File: src/rtl/core/gpst_pkg.sv
`timescale 1ns / 1ps
// Shared types and constants of the pin state table block.
// No dependencies; the front end, queue, back end and top level import this package.
package gpst_pkg;

	localparam int PIN_W       = 6;
	localparam int TIME_W      = 32;
	localparam int MAX_RESULTS = 16;
	localparam int CNT_W       = $clog2(MAX_RESULTS + 1);

	localparam logic [1:0] MODE_IN   = 2'd0;
	localparam logic [1:0] MODE_OUT  = 2'd1;
	localparam logic [1:0] MODE_NONE = 2'd2;

	typedef enum logic [2:0] {
		OP_SET_MODE   = 3'd0,
		OP_DRIVE      = 3'd1,
		OP_FORCE      = 3'd2,
		OP_READ_MODE  = 3'd3,
		OP_READ_LEVEL = 3'd4,
		OP_SNAPSHOT   = 3'd5
	} op_t;

	typedef enum logic [2:0] {
		ST_OK         = 3'd0,
		ST_BAD_MODE   = 3'd1,
		ST_BAD_PIN    = 3'd2,
		ST_BAD_LEVEL  = 3'd3,
		ST_UNDEFINED  = 3'd4,
		ST_NOT_OUTPUT = 3'd5,
		ST_FORCED     = 3'd6
	} status_t;

	typedef struct packed {
		logic [2:0]        req_type;
		logic [PIN_W-1:0]  pin;
		logic [1:0]        mode;
		logic [1:0]        value;
		logic [TIME_W-1:0] time_req;
	} req_t;

	typedef struct packed {
		logic [2:0]        status;
		logic [PIN_W-1:0]  pin_out;
		logic [1:0]        mode_out;
		logic              level_out;
		logic              forced_out;
		logic [TIME_W-1:0] time_out;
		logic              last;
	} rsp_t;

	// Classified request as it sits in the queue
	typedef struct packed {
		op_t               op;
		status_t           pre;
		logic [PIN_W-1:0]  pin;
		logic [1:0]        mode;
		logic [1:0]        value;
		logic [TIME_W-1:0] time_req;
	} cmd_t;

	typedef struct packed {
		logic              defined;
		logic              forced;
		logic              changed;
		logic [1:0]        mode;
		logic              level;
	} entry_t;

	typedef struct packed {
		logic              scanning;
		logic [CNT_W-1:0]  cnt;
	} back_stat_t;

endpackage

File: src/rtl/core/gpst_queue.sv
`timescale 1ns / 1ps
// Two-entry queue of classified requests between front and back end.
// Depends on gpst_pkg.
module gpst_queue import gpst_pkg::*; (
	input  logic clk,
	input  logic arst_n,
	input  logic push,
	input  cmd_t push_cmd,
	output logic full,
	input  logic pop,
	output logic head_valid,
	output cmd_t head_cmd
);

	cmd_t       mem_q [2];
	logic       wr_q;
	logic       rd_q;
	logic [1:0] cnt_q;

	assign full       = cnt_q == 2'd2;
	assign head_valid = cnt_q != 2'd0;
	assign head_cmd   = mem_q[rd_q];

	always_ff @(posedge clk or negedge arst_n) begin
		if (!arst_n) begin
			wr_q  <= 1'b0;
			rd_q  <= 1'b0;
			cnt_q <= 2'd0;
		end else begin
			if (push) wr_q <= !wr_q;
			if (pop)  rd_q <= !rd_q;
			priority if (push && !pop) cnt_q <= cnt_q + 2'd1;
			else if (pop && !push)     cnt_q <= cnt_q - 2'd1;
			else                       cnt_q <= cnt_q;
		end
	end

	always_ff @(posedge clk) begin
		if (push) mem_q[wr_q] <= push_cmd;
	end

endmodule

File: config.mk
export PLATFORM = sky130hd
export DESIGN_NAME = gpst_queue
export DESIGN_NICKNAME = d
export VERILOG_FILES = /design/src/rtl/core/gpst_pkg.sv /design/src/rtl/core/gpst_queue.sv
export SDC_FILE = /design/constraint.sdc
export NUM_CORES = 1
export LEC_CHECK = 0
export BUFFER_PORTS_ARGS = -buffer_cell sky130_fd_sc_hd__buf_4
export CORE_MARGIN = 2
export CORE_UTILIZATION = 46
export CTS_BUF_LIST = sky130_fd_sc_hd__clkbuf_16
export DETAILED_ROUTE_END_ITERATION = 10
export PLACE_DENSITY_LB_ADDON = 0.25
export SYNTH_ARGS = -nofsm -noshare
export SYNTH_HDL_FRONTEND = slang
export SYNTH_SLANG_ARGS = --single-unit
File: constraint.sdc
create_clock -name clk -period 3.1 [get_ports clk]
set_input_delay 0.31 -clock clk [delete_from_list [all_inputs] [get_ports clk]]
set_output_delay 0.31 -clock clk [all_outputs]
set_load 0.1 [all_outputs]
Word level (Yosys, flattened, before mapping). Memories as Yosys holds them, arrays and structs flattened. Index checks and enable logic that the tools add are counted.

RAM bits: 96. Memories kept: 1. Word-level logic and storage cells: 19. Bits in registers: 4. Input bits: 52. Output and inout bits: 50.

Add/subtract/negate cells: 2. Eq/ne operators: 1. Mux-type cells: 4. Reductions and logical operators: 8.

Memory list: mem_q (words 2, width 48, rd ports 1, clocked after Yosys merged registers in 0, write ports 1, RTL line gpst_queue.sv:15) `cmd_t mem_q [2];`.

Operator list (number): $logic_not A1 Y1 (4); $mux W2 (2); $reduce_bool A2 Y1 (2); $add A2 B1 Y2 const B (1); $eq A2 B2 Y1 const B (1); $logic_and A1 B1 Y1 (2); $mux W1 (2); $sub A2 B1 Y2 const B (1).

Logic depth before layout (Yosys ltp). Gate-level depths: netlist (run 1).

Depth in word-level cells: 4. Depth in mapped cells: 5.

Least setup slack after synthesis (run 1). Ideal clock, no wire load.

Path kind: register to register. Start: register wr_q. End: memory mem_q[0][0] in the netlist's numbering, enable pin. Slack: 0.096 ns. Library setup time: 0.459 ns. Required time: 2.641 ns. Period minus slack after synthesis: 3.004 ns. Data arrival time: 2.544 ns. Cell stages (with the launch flop): 2. Path buffers: 0. Path through: dfrtp_1 > nor2b_1.

RTL lines: start, declared (RTL line gpst_queue.sv:16) `logic wr_q;`; start signal, assigned (RTL line gpst_queue.sv:30) `if (push) wr_q <= !wr_q;`; end, declared (RTL line gpst_queue.sv:15).

Straight into the memory's write port.

==> flow_summary_export.csv, run 1 <==
group,metric,value,unit
outcome,outcome,"finished, final reports clean",
cells_and_area,nFillCells,579,
logic_synthesis,syn-cell-area,0.00370,mm²
setup_path,rr_endpoint,"mem_q[0][40]$_DFFE_PP_",
clock_tree,clock-sinks,100,
route,avgRoutedWirePerCell,16.2,µm
route,ant_nets,0,
timing,fin_skew,0.00750,ns
logic_synthesis,yosysSeqAreaShare,0.806,
floorplanning,initial_core_util,0.476,
setup_path,reg2reg_depth,2,
clock_tree,clk_pin_slew,0.07,ns
global_route,grt.overflow.total,0,
setup_path,critPathRequiredTime,2.79,ns
timing,max_freq,427,MHz
global_route,grt_pass1_vias,1901,
logic_synthesis,avgSynthCellArea,22.4,µm²
hold_path,worstHoldStart,"push_cmd[47]",
place,place.gp.congestion,0.740,
cells_and_area,insertedDiodeCount,0,
logic_synthesis,synthesis.nets,218,
route,first_iter_violations,94,
floorplanning,core,0.00777,mm²
setup_path,crit_start,"rd_q$_DFFE_PN0P_",
cells_and_area,multiInputGateArea,672,µm²
timing,rsz0062_at_grt,"false",
setup_path,worstSetupStartpointType,"register",
setup_path,arrival,2.03,ns
floorplanning,io_pins,102,
clock_tree,cts_tree,"built",
place,dp.cells,366,
setup_path,worst_r2r_startpoint,"wr_q$_DFFE_PN0P_",
run,max-cap-violations,0,
route,via_per_inst,4.82,
logic_synthesis,synth_top_area_frac,0.779,
hold_path,whs_path_depth,1,
timing,slew-limit-headroom,0.539,
floorplanning,die_h,93.7,µm
global_route,grt_antenna_before_repair,0,
timing,finalMaxSlewViolations,0,
timing,finalSetupViolCount,0,
route,remaining_drc_errors,0,
clock_tree,clock_latency,0.33,ns
floorplanning,fp.dieArea,0.00877,mm²
setup_path,cp-end-kind,"output pin",
place,detailed_place_hpwl,4.05,mm
place,io_buffers,101,
cells_and_area,layout-drive-gt1-share,0.609,
floorplanning,die_w,93.7,µm
timing,finalHoldViolCount,0,
cells_and_area,final_cell_mix,"103 x buf_4, 96 x edfxtp_1, 38 x mux2_2",
cells_and_area,seq_area,0.00298,mm²
cells_and_area,synthToLayoutAreaGrowth,33.3,%
timing,setup-tns-final,0,ns
logic_synthesis,netlist_top_cells_area,"edfxtp_1 78%, mux2_2 12%, mux2_4 4.1%, dfrtp_1 2.7%, xor2_1 0.95%",
clock_tree,cts.htree.levels,3,
clock_tree,clockRootBuffer,"clkbuf_16",
clock_tree,cts_buffers,9,
global_route,grt_first_pass_wirelength,9.56,mm
hold_path,whs_endpoint,"mem_q[0][47]$_DFFE_PP_",
clock_tree,post_cts_buffers,0,
setup_path,cp_max_fo,26,
global_route,track_usage,0.148,
timing,fin_crit,2.34,ns
cells_and_area,nNetsFinal,329,
setup_path,reg2reg_slack,1.46,ns
logic_synthesis,synth_warnings,0,
logic_synthesis,netlist_instances,165,
cells_and_area,final_common_cell,"buf_4",
cells_and_area,fin_cells,383,
logic_synthesis,yosysUniqueCellTypes,15,
route,drt_first_pass_iters,5,
clock_tree,clockBufferDepth,2,
route,finalWirelength,6.20,mm
setup_path,crit_type,"register to output pin",
global_route,grt_max_degree,41,
timing,finalCritPeriodShare,0.755,
hold_path,hold_class,"primary input to register",
floorplanning,num_rows,32,
logic_synthesis,ys_seq_elements,100,
timing,finalHoldWorstSlack,0.160,ns
logic_synthesis,yosysTopAreaCell,"edfxtp_1",
timing,worst_pin_slew,0.692,ns
route,vias,1845,
==> registers in the layout, summed over array words and instances (netlist names) <==
name / flops
mem_q: 96
rd_q: 1
wr_q: 1
cnt_q: 2
==> worst max-delay path by stage <==
stage / cells after the start / slack (ns) / endpoint
after floorplan: 1 / 0.1 / mem_q[0][0]$_DFFE_PP_
after global placement: 3 / 1.11 / head_cmd[34]
after detailed placement: 3 / 1.09 / head_cmd[34]
after CTS: 3 / 0.74 / head_cmd[34]
after global routing: 3 / 0.68 / head_cmd[34]
final: 3 / 0.76 / head_cmd[46]
==> worst max-delay path, stage by stage, from the launching register on <==
cell	delay, ns
dfrtp_2	0.82
buf_12	0.28
mux2_2	0.36
buf_4	0.23
==> through the flow <==
step                      utilization  setup WS, ns  area (µm²)
after floorplan                     -        0.0961        3700
after global placement          0.590          1.11        4580
after detailed placement        0.590          1.09        4580
after CTS                       0.635         0.737        4930
after global routing            0.635         0.683        4930
final                           0.635         0.758        4930
==> cell families (layout without fill, tap and decap cells) <==
kind of cell               count (synthesis)  after routing  synth area share
muxes                                     48             48             0.156
buffers and inverters                      6            122            0.0142
and+or+nand+nor                            5              5           0.00778
DFF                                      100            100             0.806
xor gates and xnor gates                   5              5            0.0118
adders and majority gates                  1              1           0.00338
==> what timing repair did <==
item,CTS,global route
hold buffers,1,0
gates resized for setup,0,0
hold endpoints to repair,4,0
setup endpoints to repair,0,0
==> cell usage after synthesis <==
cell / instances
buf_4: 3
nor2b_1: 2
mux2_2: 38
nor2_1: 1
dfrtp_1: 4
edfxtp_1: 96
inv_1: 1
ha_1: 1
and2_1: 1
xor2_1: 4
buf_8: 1
buf_6: 1
mux2_4: 10
or2_2: 1
xnor2_1: 1
==> metal layers <==
metal	up-vias	GRT usage	wire length, µm
li1	863	-	-
met2	61	0.248	3040
met5	-	0	0
met4	0	0.0616	102
met3	10	0.0498	501
met1	911	0.176	2550
==> final cells by class <==
cell class / count / share of cell area
Sequential cell: 100 / 0.605
Clock buffer: 9 / 0.0457
Clock inverter: 7 / 0.0233
Multi-Input combinational cell: 59 / 0.136
Inverter: 1 / 0.000761
Timing Repair Buffer: 105 / 0.163
Tap cell: 102 / 0.0259
Power of run 1 is left out: the tool's default activity adds up to more than one toggle a clock period on the data nets, which glitch-free logic cannot reach.
==> inputs of run 2 (changes only) <==
- clock period: 3.1 -> 2 ns (I/O delays scaled with it)
==> run 2 against run 1 <==
Worst setup slack worse by 0.59 ns; cell area down 0.41%; non-clock buffer count up 2; first-iteration DRC count down 12%; via count down 0.27%; sequential share of layout area up 0.25 points; wire length down 1.6%; critical path depth unchanged; highest routed layer unchanged.
==> flow_summary_export.csv, run 2 (same netlist as run 1, synthesis figures left out) <==
group,metric,value,unit
clock_tree,cts-hold-fix-buffers,1,
floorplanning,fp.dieArea,0.00877,mm²
route,first_iter_violations,83,
cells_and_area,design_area,0.00491,mm²
route,drt_first_pass_iters,6,
clock_tree,clockBufferDepth,2,
timing,fin_skew,0.00574,ns
place,place.gp.congestion,0.652,
route,remaining_drc_errors,0,
timing,max_freq,544,MHz
clock_tree,clock-sinks,100,
setup_path,cp-end-kind,"output pin",
global_route,grt.overflow.total,0,
global_route,grt_antenna_before_repair,0,
outcome,outcome,"finished, final reports clean",
route,finalWirelength,6.10,mm
global_route,track_usage,0.145,
timing,finalMaxSlewViolations,0,
route,avgRoutedWirePerCell,15.9,µm
route,vias,1840,
floorplanning,die_w,93.7,µm
place,io_buffers,101,
timing,finalSetupViolCount,0,
floorplanning,die_h,93.7,µm
hold_path,hold_class,"primary input to register",
cells_and_area,largest_reg_flops,96,
route,via_per_inst,4.79,
cells_and_area,final_common_cell,"buf_4",
timing,rsz0062_at_grt,"false",
setup_path,cp_max_fo,49,
global_route,grt_pass1_vias,1912,
global_route,grt_max_degree,50,
clock_tree,clk_pin_slew,0.07,ns
timing,finalHoldViolCount,0,
floorplanning,core,0.00777,mm²
cells_and_area,insertedDiodeCount,0,
cells_and_area,top_register,"mem_q",
clock_tree,post_cts_buffers,0,
setup_path,reg2reg_slack,0.76,ns
clock_tree,cts.htree.levels,3,
clock_tree,cts_tree,"built",
cells_and_area,nNetsFinal,331,
timing,finalCritPeriodShare,0.918,
timing,worst_pin_slew,0.333,ns
cells_and_area,synthToLayoutAreaGrowth,32.8,%
setup_path,worstSetupStartpointType,"register",
clock_tree,cts_buffers,9,
timing,setup-tns-final,0,ns
setup_path,arrival,1.64,ns
cells_and_area,final_cell_mix,"105 x buf_4, 96 x edfxtp_1, 38 x mux2_2",
run,max-cap-violations,0,
floorplanning,io_pins,102,
timing,fin_crit,1.84,ns
cells_and_area,layout-drive-gt1-share,0.606,
setup_path,crit_type,"register to output pin",
clock_tree,clock_latency,0.33,ns
floorplanning,num_rows,32,
clock_tree,cts_resized,0,
cells_and_area,largest_registers,"mem_q x96, cnt_q x2",
timing,slew-limit-headroom,0.778,
setup_path,critPathRequiredTime,1.80,ns
place,placed_area,0.00460,mm²
clock_tree,clockRootBuffer,"clkbuf_16",
route,ant_nets,0,
place,detailed_place_hpwl,4.00,mm
global_route,grt_first_pass_wirelength,9.27,mm
floorplanning,initial_core_util,0.476,
[run 2: worst paths after layout]
path / from / to / cells past startpoint
worst max register to register: wr_q$_DFFE_PN0P_ / mem_q[1][29]$_DFFE_PP_ / 2
max in group asynchronous: arst_n / rd_q$_DFFE_PN0P_ / 2
worst max-delay path: rd_q$_DFFE_PN0P_ / head_cmd[9] / 3
min in group asynchronous: arst_n / rd_q$_DFFE_PN0P_ / 2
worst min-delay path: push_cmd[6] / mem_q[1][6]$_DFFE_PP_ / 1
worst min register to register: cnt_q[1]$_DFFE_PN0P_ / cnt_q[1]$_DFFE_PN0P_ / 1
[run 2: final cells by class]
cell class                      instances  area, µm²
Clock buffer                            9        225
Clock inverter                          6       80.1
Fill cell                             610       2860
Inverter                                1       3.75
Multi-Input combinational cell         59        672
Sequential cell                       100       2980
Tap cell                              102        128
Timing Repair Buffer                  107        818
[run 2: layer usage]
metal / track usage / vias to the layer above / part of all wire
li1: - / 869 / -
met3: 0.0441 / 8 / 0.062
met1: 0.173 / 897 / 0.41
met5: 0 / - / 0
met2: 0.242 / 66 / 0.52
met4: 0.0688 / 0 / 0.012
[run 2: per-stage QoR]
step	setup slack, ns	util	cells	hold WS, ns
3_3_place_gp	0.512	0.592	368	0.00105
5_1_grt	0.101	0.632	384	0.0366
2_1_floorplan	0.0130	-	165	-0.0956
3_5_place_dp	0.499	0.592	368	0.00607
6_report	0.163	0.632	384	0.0487
4_1_cts	0.140	0.632	384	0.0400
[run 2: critical path, stage by stage (launching register included)]
cell and delay [ns]:
dfrtp_2 0.38, buf_12 0.29, mux2_2 0.40, buf_4 0.24
Power of run 2 is left out for the same reason.
