File: src/rtl/core/gpst_pkg.sv
`timescale 1ns / 1ps
// Shared types and constants of the pin state table block.
// No dependencies; the front end, queue, back end and top level import this package.
package gpst_pkg;

	localparam int PIN_W       = 6;
	localparam int TIME_W      = 32;
	localparam int MAX_RESULTS = 16;
	localparam int CNT_W       = $clog2(MAX_RESULTS + 1);

	localparam logic [1:0] MODE_IN   = 2'd0;
	localparam logic [1:0] MODE_OUT  = 2'd1;
	localparam logic [1:0] MODE_NONE = 2'd2;

	typedef enum logic [2:0] {
		OP_SET_MODE   = 3'd0,
		OP_DRIVE      = 3'd1,
		OP_FORCE      = 3'd2,
		OP_READ_MODE  = 3'd3,
		OP_READ_LEVEL = 3'd4,
		OP_SNAPSHOT   = 3'd5
	} op_t;

	typedef enum logic [2:0] {
		ST_OK         = 3'd0,
		ST_BAD_MODE   = 3'd1,
		ST_BAD_PIN    = 3'd2,
		ST_BAD_LEVEL  = 3'd3,
		ST_UNDEFINED  = 3'd4,
		ST_NOT_OUTPUT = 3'd5,
		ST_FORCED     = 3'd6
	} status_t;

	typedef struct packed {
		logic [2:0]        req_type;
		logic [PIN_W-1:0]  pin;
		logic [1:0]        mode;
		logic [1:0]        value;
		logic [TIME_W-1:0] time_req;
	} req_t;

	typedef struct packed {
		logic [2:0]        status;
		logic [PIN_W-1:0]  pin_out;
		logic [1:0]        mode_out;
		logic              level_out;
		logic              forced_out;
		logic [TIME_W-1:0] time_out;
		logic              last;
	} rsp_t;

	// Classified request as it sits in the queue
	typedef struct packed {
		op_t               op;
		status_t           pre;
		logic [PIN_W-1:0]  pin;
		logic [1:0]        mode;
		logic [1:0]        value;
		logic [TIME_W-1:0] time_req;
	} cmd_t;

	typedef struct packed {
		logic              defined;
		logic              forced;
		logic              changed;
		logic [1:0]        mode;
		logic              level;
	} entry_t;

	typedef struct packed {
		logic              scanning;
		logic [CNT_W-1:0]  cnt;
	} back_stat_t;

endpackage

File: src/rtl/core/gpst_stream_if.sv
`timescale 1ns / 1ps
// Valid/ready stream channel with a typed payload.
// No dependencies; the payload type is chosen where the channel is declared.
interface gpst_stream_if #(
	parameter type T = logic
) ();
	logic valid;
	logic ready;
	T     data;

	modport source (output valid, output data, input ready);
	modport sink   (input valid, input data, output ready);
endinterface

File: src/rtl/core/gpst_back.sv
`timescale 1ns / 1ps
// Back end: holds the pin table, executes queued requests, scans for snapshots.
// Depends on gpst_pkg and gpst_stream_if.
module gpst_back import gpst_pkg::*; #(
	parameter int NUM_PINS = 16
) (
	input  logic          clk,
	input  logic          arst_n,
	input  logic          cmd_valid,
	input  cmd_t          cmd,
	output logic          cmd_pop,
	gpst_stream_if.source rsp,
	output back_stat_t    stat
);

	localparam int IW = (NUM_PINS > 1) ? $clog2(NUM_PINS) : 1;

	entry_t          tbl_q [NUM_PINS];
	logic [IW-1:0]   scan_i_q;
	logic [CNT_W-1:0] cnt_q;
	logic            out_v_q;
	rsp_t            out_q;

	logic                is_snap;
	logic                out_free;
	logic [IW-1:0]       addr;
	entry_t              ent;
	entry_t              ent_new;
	logic                we;
	logic                emit;
	logic                scan_adv;
	logic                scan_done;
	logic                more_hits;
	logic [NUM_PINS-1:0] hit_vec;
	logic [NUM_PINS-1:0] above;
	rsp_t                res;

	assign is_snap  = cmd_valid && (cmd.op == OP_SNAPSHOT);
	assign out_free = !out_v_q || rsp.ready;
	assign addr     = is_snap ? scan_i_q : cmd.pin[IW-1:0];
	assign ent      = tbl_q[addr];

	always_comb begin
		for (int j = 0; j < NUM_PINS; j++) begin
			hit_vec[j] = tbl_q[j].defined && tbl_q[j].changed;
			above[j]   = IW'(j) > scan_i_q;
		end
	end
	assign more_hits = |(hit_vec & above);

	always_comb begin
		we         = 1'b0;
		ent_new    = ent;
		emit       = 1'b0;
		scan_adv   = 1'b0;
		scan_done  = 1'b0;
		res        = '0;
		res.pin_out = cmd.pin;
		res.status = cmd.pre;
		res.last   = 1'b1;
		if (cmd_valid && !is_snap && out_free) begin
			emit = 1'b1;
			if (cmd.pre == ST_OK) begin
				unique case (cmd.op)
					OP_SET_MODE: begin
						we = 1'b1;
						if (ent.defined) begin
							if (ent.mode != cmd.mode) ent_new.changed = 1'b1;
							ent_new.mode  = cmd.mode;
							ent_new.level = 1'b0;
						end else begin
							ent_new = '{defined: 1'b1, forced: 1'b0, changed: 1'b1,
								mode: cmd.mode, level: 1'b0};
						end
					end
					OP_DRIVE: begin
						priority if (!ent.defined) begin
							res.status = ST_UNDEFINED;
						end else if (ent.mode != MODE_OUT) begin
							res.status = ST_NOT_OUTPUT;
						end else if (ent.level != cmd.value[0]) begin
							we              = 1'b1;
							ent_new.changed = 1'b1;
							ent_new.level   = cmd.value[0];
							ent_new.forced  = 1'b0;
						end else begin
							we = 1'b0;
						end
					end
					OP_FORCE: begin
						we = 1'b1;
						if (ent.defined) begin
							if (ent.level != cmd.value[0]) begin
								ent_new.changed = 1'b1;
								ent_new.level   = cmd.value[0];
							end
						end else begin
							ent_new = '{defined: 1'b1, forced: 1'b1, changed: 1'b1,
								mode: MODE_NONE, level: cmd.value[0]};
						end
					end
					OP_READ_MODE, OP_READ_LEVEL: begin
						if (!ent.defined) begin
							res.status = ST_UNDEFINED;
						end else begin
							res.status     = (cmd.op == OP_READ_LEVEL && ent.forced) ?
								ST_FORCED : ST_OK;
							res.mode_out   = ent.mode;
							res.level_out  = ent.level;
							res.forced_out = ent.forced;
						end
					end
					default: we = 1'b0;
				endcase
			end
		end else if (is_snap) begin
			if (hit_vec[scan_i_q]) begin
				if (out_free) begin
					emit            = 1'b1;
					we              = 1'b1;
					ent_new.changed = 1'b0;
					res.status      = ST_OK;
					res.pin_out     = PIN_W'(scan_i_q);
					res.mode_out    = ent.mode;
					res.level_out   = ent.level;
					res.forced_out  = ent.forced;
					res.time_out    = cmd.time_req;
					// final record: result budget spent or no changed pin further up
					res.last        = (cnt_q == CNT_W'(MAX_RESULTS - 1)) || !more_hits;
					scan_done       = res.last;
					scan_adv        = !res.last;
				end
			end else if (scan_i_q == IW'(NUM_PINS - 1)) begin
				scan_done = 1'b1;
			end else begin
				scan_adv = 1'b1;
			end
		end
	end

	assign cmd_pop = (cmd_valid && !is_snap && out_free) || scan_done;

	always_ff @(posedge clk or negedge arst_n) begin
		if (!arst_n) begin
			for (int j = 0; j < NUM_PINS; j++) tbl_q[j] <= '0;
			scan_i_q <= '0;
			cnt_q    <= '0;
			out_v_q  <= 1'b0;
		end else begin
			if (we) tbl_q[addr] <= ent_new;
			if (scan_done) begin
				scan_i_q <= '0;
				cnt_q    <= '0;
			end else if (scan_adv) begin
				scan_i_q <= scan_i_q + IW'(1);
				if (emit) cnt_q <= cnt_q + CNT_W'(1);
			end
			if (emit)           out_v_q <= 1'b1;
			else if (rsp.ready) out_v_q <= 1'b0;
		end
	end

	always_ff @(posedge clk) begin
		if (emit) out_q <= res;
	end

	assign rsp.valid     = out_v_q;
	assign rsp.data      = out_q;
	assign stat.scanning = is_snap;
	assign stat.cnt      = cnt_q;

endmodule

File: src/flat_wrapper.sv
// flat-port wrapper written by rule: the top's interface ports become plain ports
module gpst_back_flat import gpst_pkg::*;
#(
	parameter int NUM_PINS = 16
)
  (clk, arst_n, cmd_valid, cmd, cmd_pop, stat, rsp_valid, rsp_data, rsp_ready);
  gpst_stream_if rsp_i ();
  input  logic clk;
  input  logic arst_n;
  input  logic cmd_valid;
  input  cmd_t cmd;
  output logic cmd_pop;
  output back_stat_t stat;
  output wire logic [$bits(rsp_i.valid)-1:0] rsp_valid;
  output wire logic [$bits(rsp_i.data)-1:0] rsp_data;
  input wire logic [$bits(rsp_i.ready)-1:0] rsp_ready;
  assign rsp_valid = rsp_i.valid;
  assign rsp_data = rsp_i.data;
  assign rsp_i.ready = rsp_ready;
  gpst_back #(.NUM_PINS(NUM_PINS)) u_core (.clk(clk), .arst_n(arst_n), .cmd_valid(cmd_valid), .cmd(cmd), .cmd_pop(cmd_pop), .rsp(rsp_i), .stat(stat));
endmodule
File: config.mk
export PLATFORM = sky130hd
export DESIGN_NAME = gpst_back_flat
export DESIGN_NICKNAME = d
export VERILOG_FILES = /design/src/rtl/core/gpst_pkg.sv /design/src/rtl/core/gpst_stream_if.sv /design/src/rtl/core/gpst_back.sv /design/src/flat_wrapper.sv
export SDC_FILE = /design/constraint.sdc
export NUM_CORES = 1
export LEC_CHECK = 0
export BUFFER_PORTS_ARGS = -buffer_cell sky130_fd_sc_hd__buf_2
export CAP_MARGIN = 40
export CORE_MARGIN = 2
export CORE_UTILIZATION = 31
export CTS_BUF_LIST = sky130_fd_sc_hd__clkbuf_4
export DETAILED_ROUTE_END_ITERATION = 12
export PLACE_DENSITY = 0.55
export SLEW_MARGIN = 20
export SYNTH_ARGS = -nofsm -noshare
export SYNTH_HDL_FRONTEND = slang
export SYNTH_SLANG_ARGS = --single-unit
File: constraint.sdc
create_clock -name clk -period 8.35 [get_ports clk]
set_clock_uncertainty 0.05 [all_clocks]
set_input_delay 0.4175 -clock clk [delete_from_list [all_inputs] [get_ports clk]]
set_output_delay 0.4175 -clock clk [all_outputs]
set_load 0.005 [all_outputs]
* Yosys cells after proc, flatten, opt, wreduce, memory -nomap -nowiden *
Cells that the tools add are included.
Widths: inputs -> output; s select.

storage, ports and cells
  input port bits = 52
  register bits = 107
  word-level logic and storage cells = 215

operators by class
  reductions and logical operators = 36
  bitwise gates (word level) = 5
  add/subtract/negate cells = 2
  mux-type cells = 61
  equal/unequal tests = 8
  magnitude comparators = 19

operators by type and width
  kind                 count
  $bwmux 96            1
  $mux 1               35
  $gt 4x4->1 const A   8
  $bmux 6 s4           1
  $demux 6 s4          1
  $mux 6               4
  $logic_and 1x1->1    20
  $and 16x16->16       1
  $gt 3x4->1 const A   4
  $mux 4               4
  $reduce_or 16->1     1
  $mux 5               3
  $mux 2               5
  $gt 1x4->1 const A   2
  $gt 2x4->1 const A   2
  $logic_not 3->1      2
  $pmux 2 s3           1
  $reduce_bool 2->1    3
  $add 5x1->5 const B  1
  $eq 5x4->1 const B   1
  $ge 5x5->1 const B   1
  $lt 4x5->1 const B   1
  $lt 5x1->1 const B   1
  $not 4->5            1
  19 further kinds     27

* Logic depth before layout (Yosys ltp) *
  depth after elaboration = 15
  mapped depth = 14
  mapped depth without buffers = 11

* Worst setup path after synthesis *
No wires, ideal clock.

  path type = reg-to-reg
  start = reg u_core.scan_i_q[0]
  end = reg u_core.tbl_q[73] in the netlist's numbering
  cell stages (with the launch flop) = 13
  clock period less this slack = 3.111 ns
  setup time = 0.125 ns
  data required time = 8.175 ns
  path buffers = 4
  slack = 5.239 ns
  arrival time = 2.936 ns
  cells stage by stage = dfrtp_1 > buf_6 > inv_4 > mux4_2 > and3_1 > or4_1 > clkbuf_2 > o2111ai_1 > o21ai_2 > buf_6 > or2_1 > buf_2 > mux2_4

between the ends
  cells in the longest elaborated chain, start to end = 12

RTL lines
  element                                     line                               source
  start, declared                             gpst_back.sv:19                    logic [IW-1:0] scan_i_q;
  start signal, assigned                      gpst_back.sv:155                   scan_i_q <= scan_i_q + IW'(1);
  $mux 4                                      gpst_back.sv:40                    assign addr = is_snap ? scan_i_q : cmd.pin[IW-1:0];
  $not 4->5 (not written as such)             gpst_back.sv:41, gpst_back.sv:150
  $bmux 6 s4                                  gpst_back.sv:41                    assign ent = tbl_q[addr];
  $mux 6 (not written as such) (2 in series)  gpst_back.sv:41
  $ne 1x1->1                                  gpst_back.sv:81                    end else if (ent.level != cmd.value[0]) begin
  $mux 1                                      gpst_back.sv:81
  $mux 1                                      gpst_back.sv:79                    end else if (ent.mode != MODE_OUT) begin
  $mux 1                                      gpst_back.sv:77                    priority if (!ent.defined) begin
  $pmux 1 s2                                  gpst_back.sv:64                    unique case (cmd.op)
  $mux 1                                      gpst_back.sv:63                    if (cmd.pre == ST_OK) begin
  $mux 1                                      gpst_back.sv:61                    if (cmd_valid && !is_snap && out_free) begin
  end signal, assigned by index               gpst_back.sv:150                   if (we) tbl_q[addr] <= ent_new;
  end, declared                               gpst_back.sv:18                    entry_t tbl_q [NUM_PINS];

Parallel ways exist; a longest one is shown, timed or not. The select of a mux whose other input is x is not followed.
A chain may end at the register's enable or synchronous reset.

* Final worst setup path *
  start = reg u_core.scan_i_q[2]
  end = reg u_core.tbl_q[39] in the netlist's numbering

between the ends
  cells in the longest elaborated chain, start to end = 13

RTL lines
  element                                     line
  $mux 4                                      gpst_back.sv:40
  $not 4->5 (not written as such)             gpst_back.sv:41, gpst_back.sv:150
  $bmux 6 s4                                  gpst_back.sv:41
  $mux 6 (not written as such) (2 in series)  gpst_back.sv:41
  $ne 1x1->1                                  gpst_back.sv:81, gpst_back.sv:93
  $mux 2                                      gpst_back.sv:81
  $mux 2                                      gpst_back.sv:79
  $mux 2                                      gpst_back.sv:77
  $pmux 2 s3                                  gpst_back.sv:64
  $mux 6                                      gpst_back.sv:63
  $mux 1                                      gpst_back.sv:61
  $bwmux 96                                   gpst_back.sv:150

Parallel ways exist; a longest one is shown, timed or not. The select of a mux whose other input is x is not followed.

==> flow_summary.json <==
{
  "yosys.area_share.xor_xnor_pct": 1.40,
  "finalSetupViolations": 0,
  "ys_seq_area_share_pct": 40.4,
  "final_common_cell": "dfrtp_1",
  "grt_pass1_vias": 4463,
  "fin_tns_setup_ns": 0,
  "drive_above_1_share_pct": 23.1,
  "synth_fa_ha_area_share_pct": 1.11,
  "synth_top_area_share_pct": 39.9,
  "wl_per_cell_um": 19.2,
  "dp_hpwl_um": 11000,
  "outcome": "complete, no violations",
  "ios": 61,
  "cts_buffer_depth": 2,
  "syn_area_um2": 5650,
  "mostFrequentLayoutCells": "dfrtp_1, nand2_1, mux2i_1",
  "slowest_stage": "dfrtp_1",
  "cts_setup_buffers": 0,
  "post-route-period-util_pct": 52.9,
  "initial_utilization_pct": 31.5,
  "track_usage_pct": 16.3,
  "die_width_um": 139,
  "arrival_ns": 4.75,
  "synth-edff-count": 1,
  "row_count": 49,
  "ys_async_sr_fraction_pct": 98.9,
  "synth_compound_area_share_pct": 14.9,
  "gp_congestion": 0.837,
  "cts-root-buf": "clkbuf_4",
  "firstDrtPassIters": 5,
  "cts_num_sinks": 91,
  "fin_nets": 611,
  "cp_slowest_stage_delay_ns": 0.77,
  "cts_tree": "yes",
  "worst_pin_slew_ns": 0.805,
  "synth_cell_types": 74,
  "grt_pass1_wl_um": 24800,
  "cts.htree.levels": 3,
  "avgViaCountPerCell": 5.45,
  "synthCells": 544,
  "synth_simple_gate_area_share_pct": 15.4,
  "hold_ws_ns": 0.185,
  "grt_setup_unrepaired": "no",
  "ir_drop_v": 0.000116,
  "cp.required_ns": 8.68,
  "vias": 4307,
  "drt-total-wl_um": 15200,
  "synth_top_family_by_area": "multiplexers",
  "clk_latency_ns": 0.50,
  "final_hold_viol_count": 0,
  "port_buffers": 25,
  "muxShareOfSynthArea_pct": 21.9,
  "hold_class": "input pin to async pin",
  "numCtsBuffers": 9,
  "path_cells": "and2b_1, mux2i_1, o22ai_1, a2111oi_1, a22oi_1, mux2i_1, o21ai_2, or2_0, mux2_2",
  "rrSetupSlack_ns": 3.93,
  "drc_errors": 0,
  "critPathKind": "flip-flop to flip-flop",
  "ys_ff_latch": 91,
  "synth_warnings": 0,
  "drv_cap": 0,
  "synthToLayoutAreaGrowth_pct": 8.82,
  "maxSlewHeadroom_pct": 44.8,
  "drt_iter0_markers": 363,
  "fmax_mhz": 226,
  "crit_top_cell": "mux2i_1",
  "die_h_um": 139,
  "synth_top_cell_by_area": "dfrtp_1",
  "antenna_found_initial": 1,
  "drv_slew": 0,
  "critPathMaxFanout": 17,
  "start_kind": "flip-flop",
  "p_per_area_nw_per_um2": 182,
  "ys.flop_type": "dfrtp_1",
  "dieArea_um2": 19300,
  "p_leak_nw": 2.81,
  "grt.overflow.total": 0,
  "ys_top_cells_by_area": "dfrtp_1, mux2_2, mux2i_1",
  "grt_max_degree": 49,
  "synth_nets": 601,
  "layout_min_cycle_time_ns": 4.42,
  "ant_nets": 0,
  "syn_area_per_cell_um2": 10.4,
  "crit_path_end_kind": "flip-flop",
  "clk_pin_slew_ns": 0.17,
  "coreArea_um2": 17900
}
-- logic make-up (layout without fill, tap and decap cells) --
kind of cell    after synthesis  after routing
compound gates              104            104
xor+xnor                      9              9
fa+ha+maj                     5              5
buf+inv                      53             68
flops                        91             91
mux                         103            103
other cells                   0              2
simple gates                179            179
-- final cells by class --
class | instances | area (um^2)
multi-input cells | 400 | 3090
inverters | 18 | 70.1
fillers | 1778 | 11800
well taps | 229 | 287
flip-flops and latches | 91 | 2280
clock buffers | 9 | 67.6
repair buffers | 34 | 219
diodes | 2 | 5.00
clock inverters | 7 | 124
-- worst paths after layout --
kind	startpoint	to	cells after the start
max	u_core.scan_i_q[2]	u_core.tbl_q[39]	9
min	arst_n	u_core.tbl_q[19]	2
max reg2reg	u_core.scan_i_q[2]	u_core.tbl_q[39]	9
min reg2reg	u_core.tbl_q[42]	u_core.tbl_q[42]	1
max in group asynchronous	arst_n	u_core.scan_i_q[1]	4
min in group clk	rsp_ready	u_core.rsp.valid	3
-- per-layer routing --
layer / GRT usage (%) / wire length, um / share of wire, %
met1: 21.9 / 7050 / 46
met2: 25.8 / 7100 / 47
met5: 0 / 0 / 0
met4: 5.26 / 365 / 2.4
met3: 4.11 / 669 / 4.4
-- worst max-delay path, delay by kind of cell (launching register included) --
family           cells  cell delay (ns)
flip-flops           1             0.77
AND/OR/NAND/NOR      2             0.86
multiplexers         3             1.00
AO/OA/AOI/OAI        4             1.64
-- cells in the mapped netlist, types with 4 or more instances --
cell and n:
a21oi_1 14, nand2_1 70, dfrtp_1 90, ha_1 5, buf_6 5, xor2_1 4
buf_2 9, mux4_2 8, nand3_1 14, or2_2 7, a221oi_1 12, nor2_1 34
mux2_2 42, a211oi_1 6, nor3_1 6, a2bb2oi_1 9, mux2_4 7, mux2i_1 44
o22a_1 9, nand2b_1 14, o21ai_0 8, xnor2_1 5, or2_0 8, inv_1 16
nor2b_1 4, buf_4 7, o22ai_1 7, clkbuf_1 12
-- report_power, final --
group | switching, mW | internal, mW
Combinational | 0.176 | 0.111
Sequential | 0.0452 | 0.467
Clock | 0.166 | 0.153
Total | 0.387 | 0.731
-- through the flow --
| stage | util, % | worst slack (ns) | instance area [um^2] | power [mW] | std cells |
|---|---|---|---|---|---|
| global placement | 32.9 | 3.71 | 5880 | 0.798 | 767 |
| global route | 34.3 | 3.72 | 6140 | 1.18 | 789 |
| floorplan | - | 5.24 | 5650 | 0.721 | 544 |
| CTS | 34.2 | 4.01 | 6130 | 1.13 | 787 |
| detailed placement | 33.1 | 3.74 | 5930 | 0.804 | 770 |
| finish | 34.3 | 3.93 | 6140 | 1.12 | 790 |
-- state kept, by name, summed over array words and instances (netlist names) --
signal	count
u_core.cnt_q	5
u_core.tbl_q	80
u_core.scan_i_q	4
u_core.rsp.data	1
u_core.rsp.valid	1
-- timing repair --
| action | CTS | global route |
|---|---|---|
| endpoints found under the hold margin | 8 | 0 |
| gates resized for setup | 0 | 0 |
| hold buffers | 1 | 0 |
Note: power is estimated with default switching activity, not from simulation.
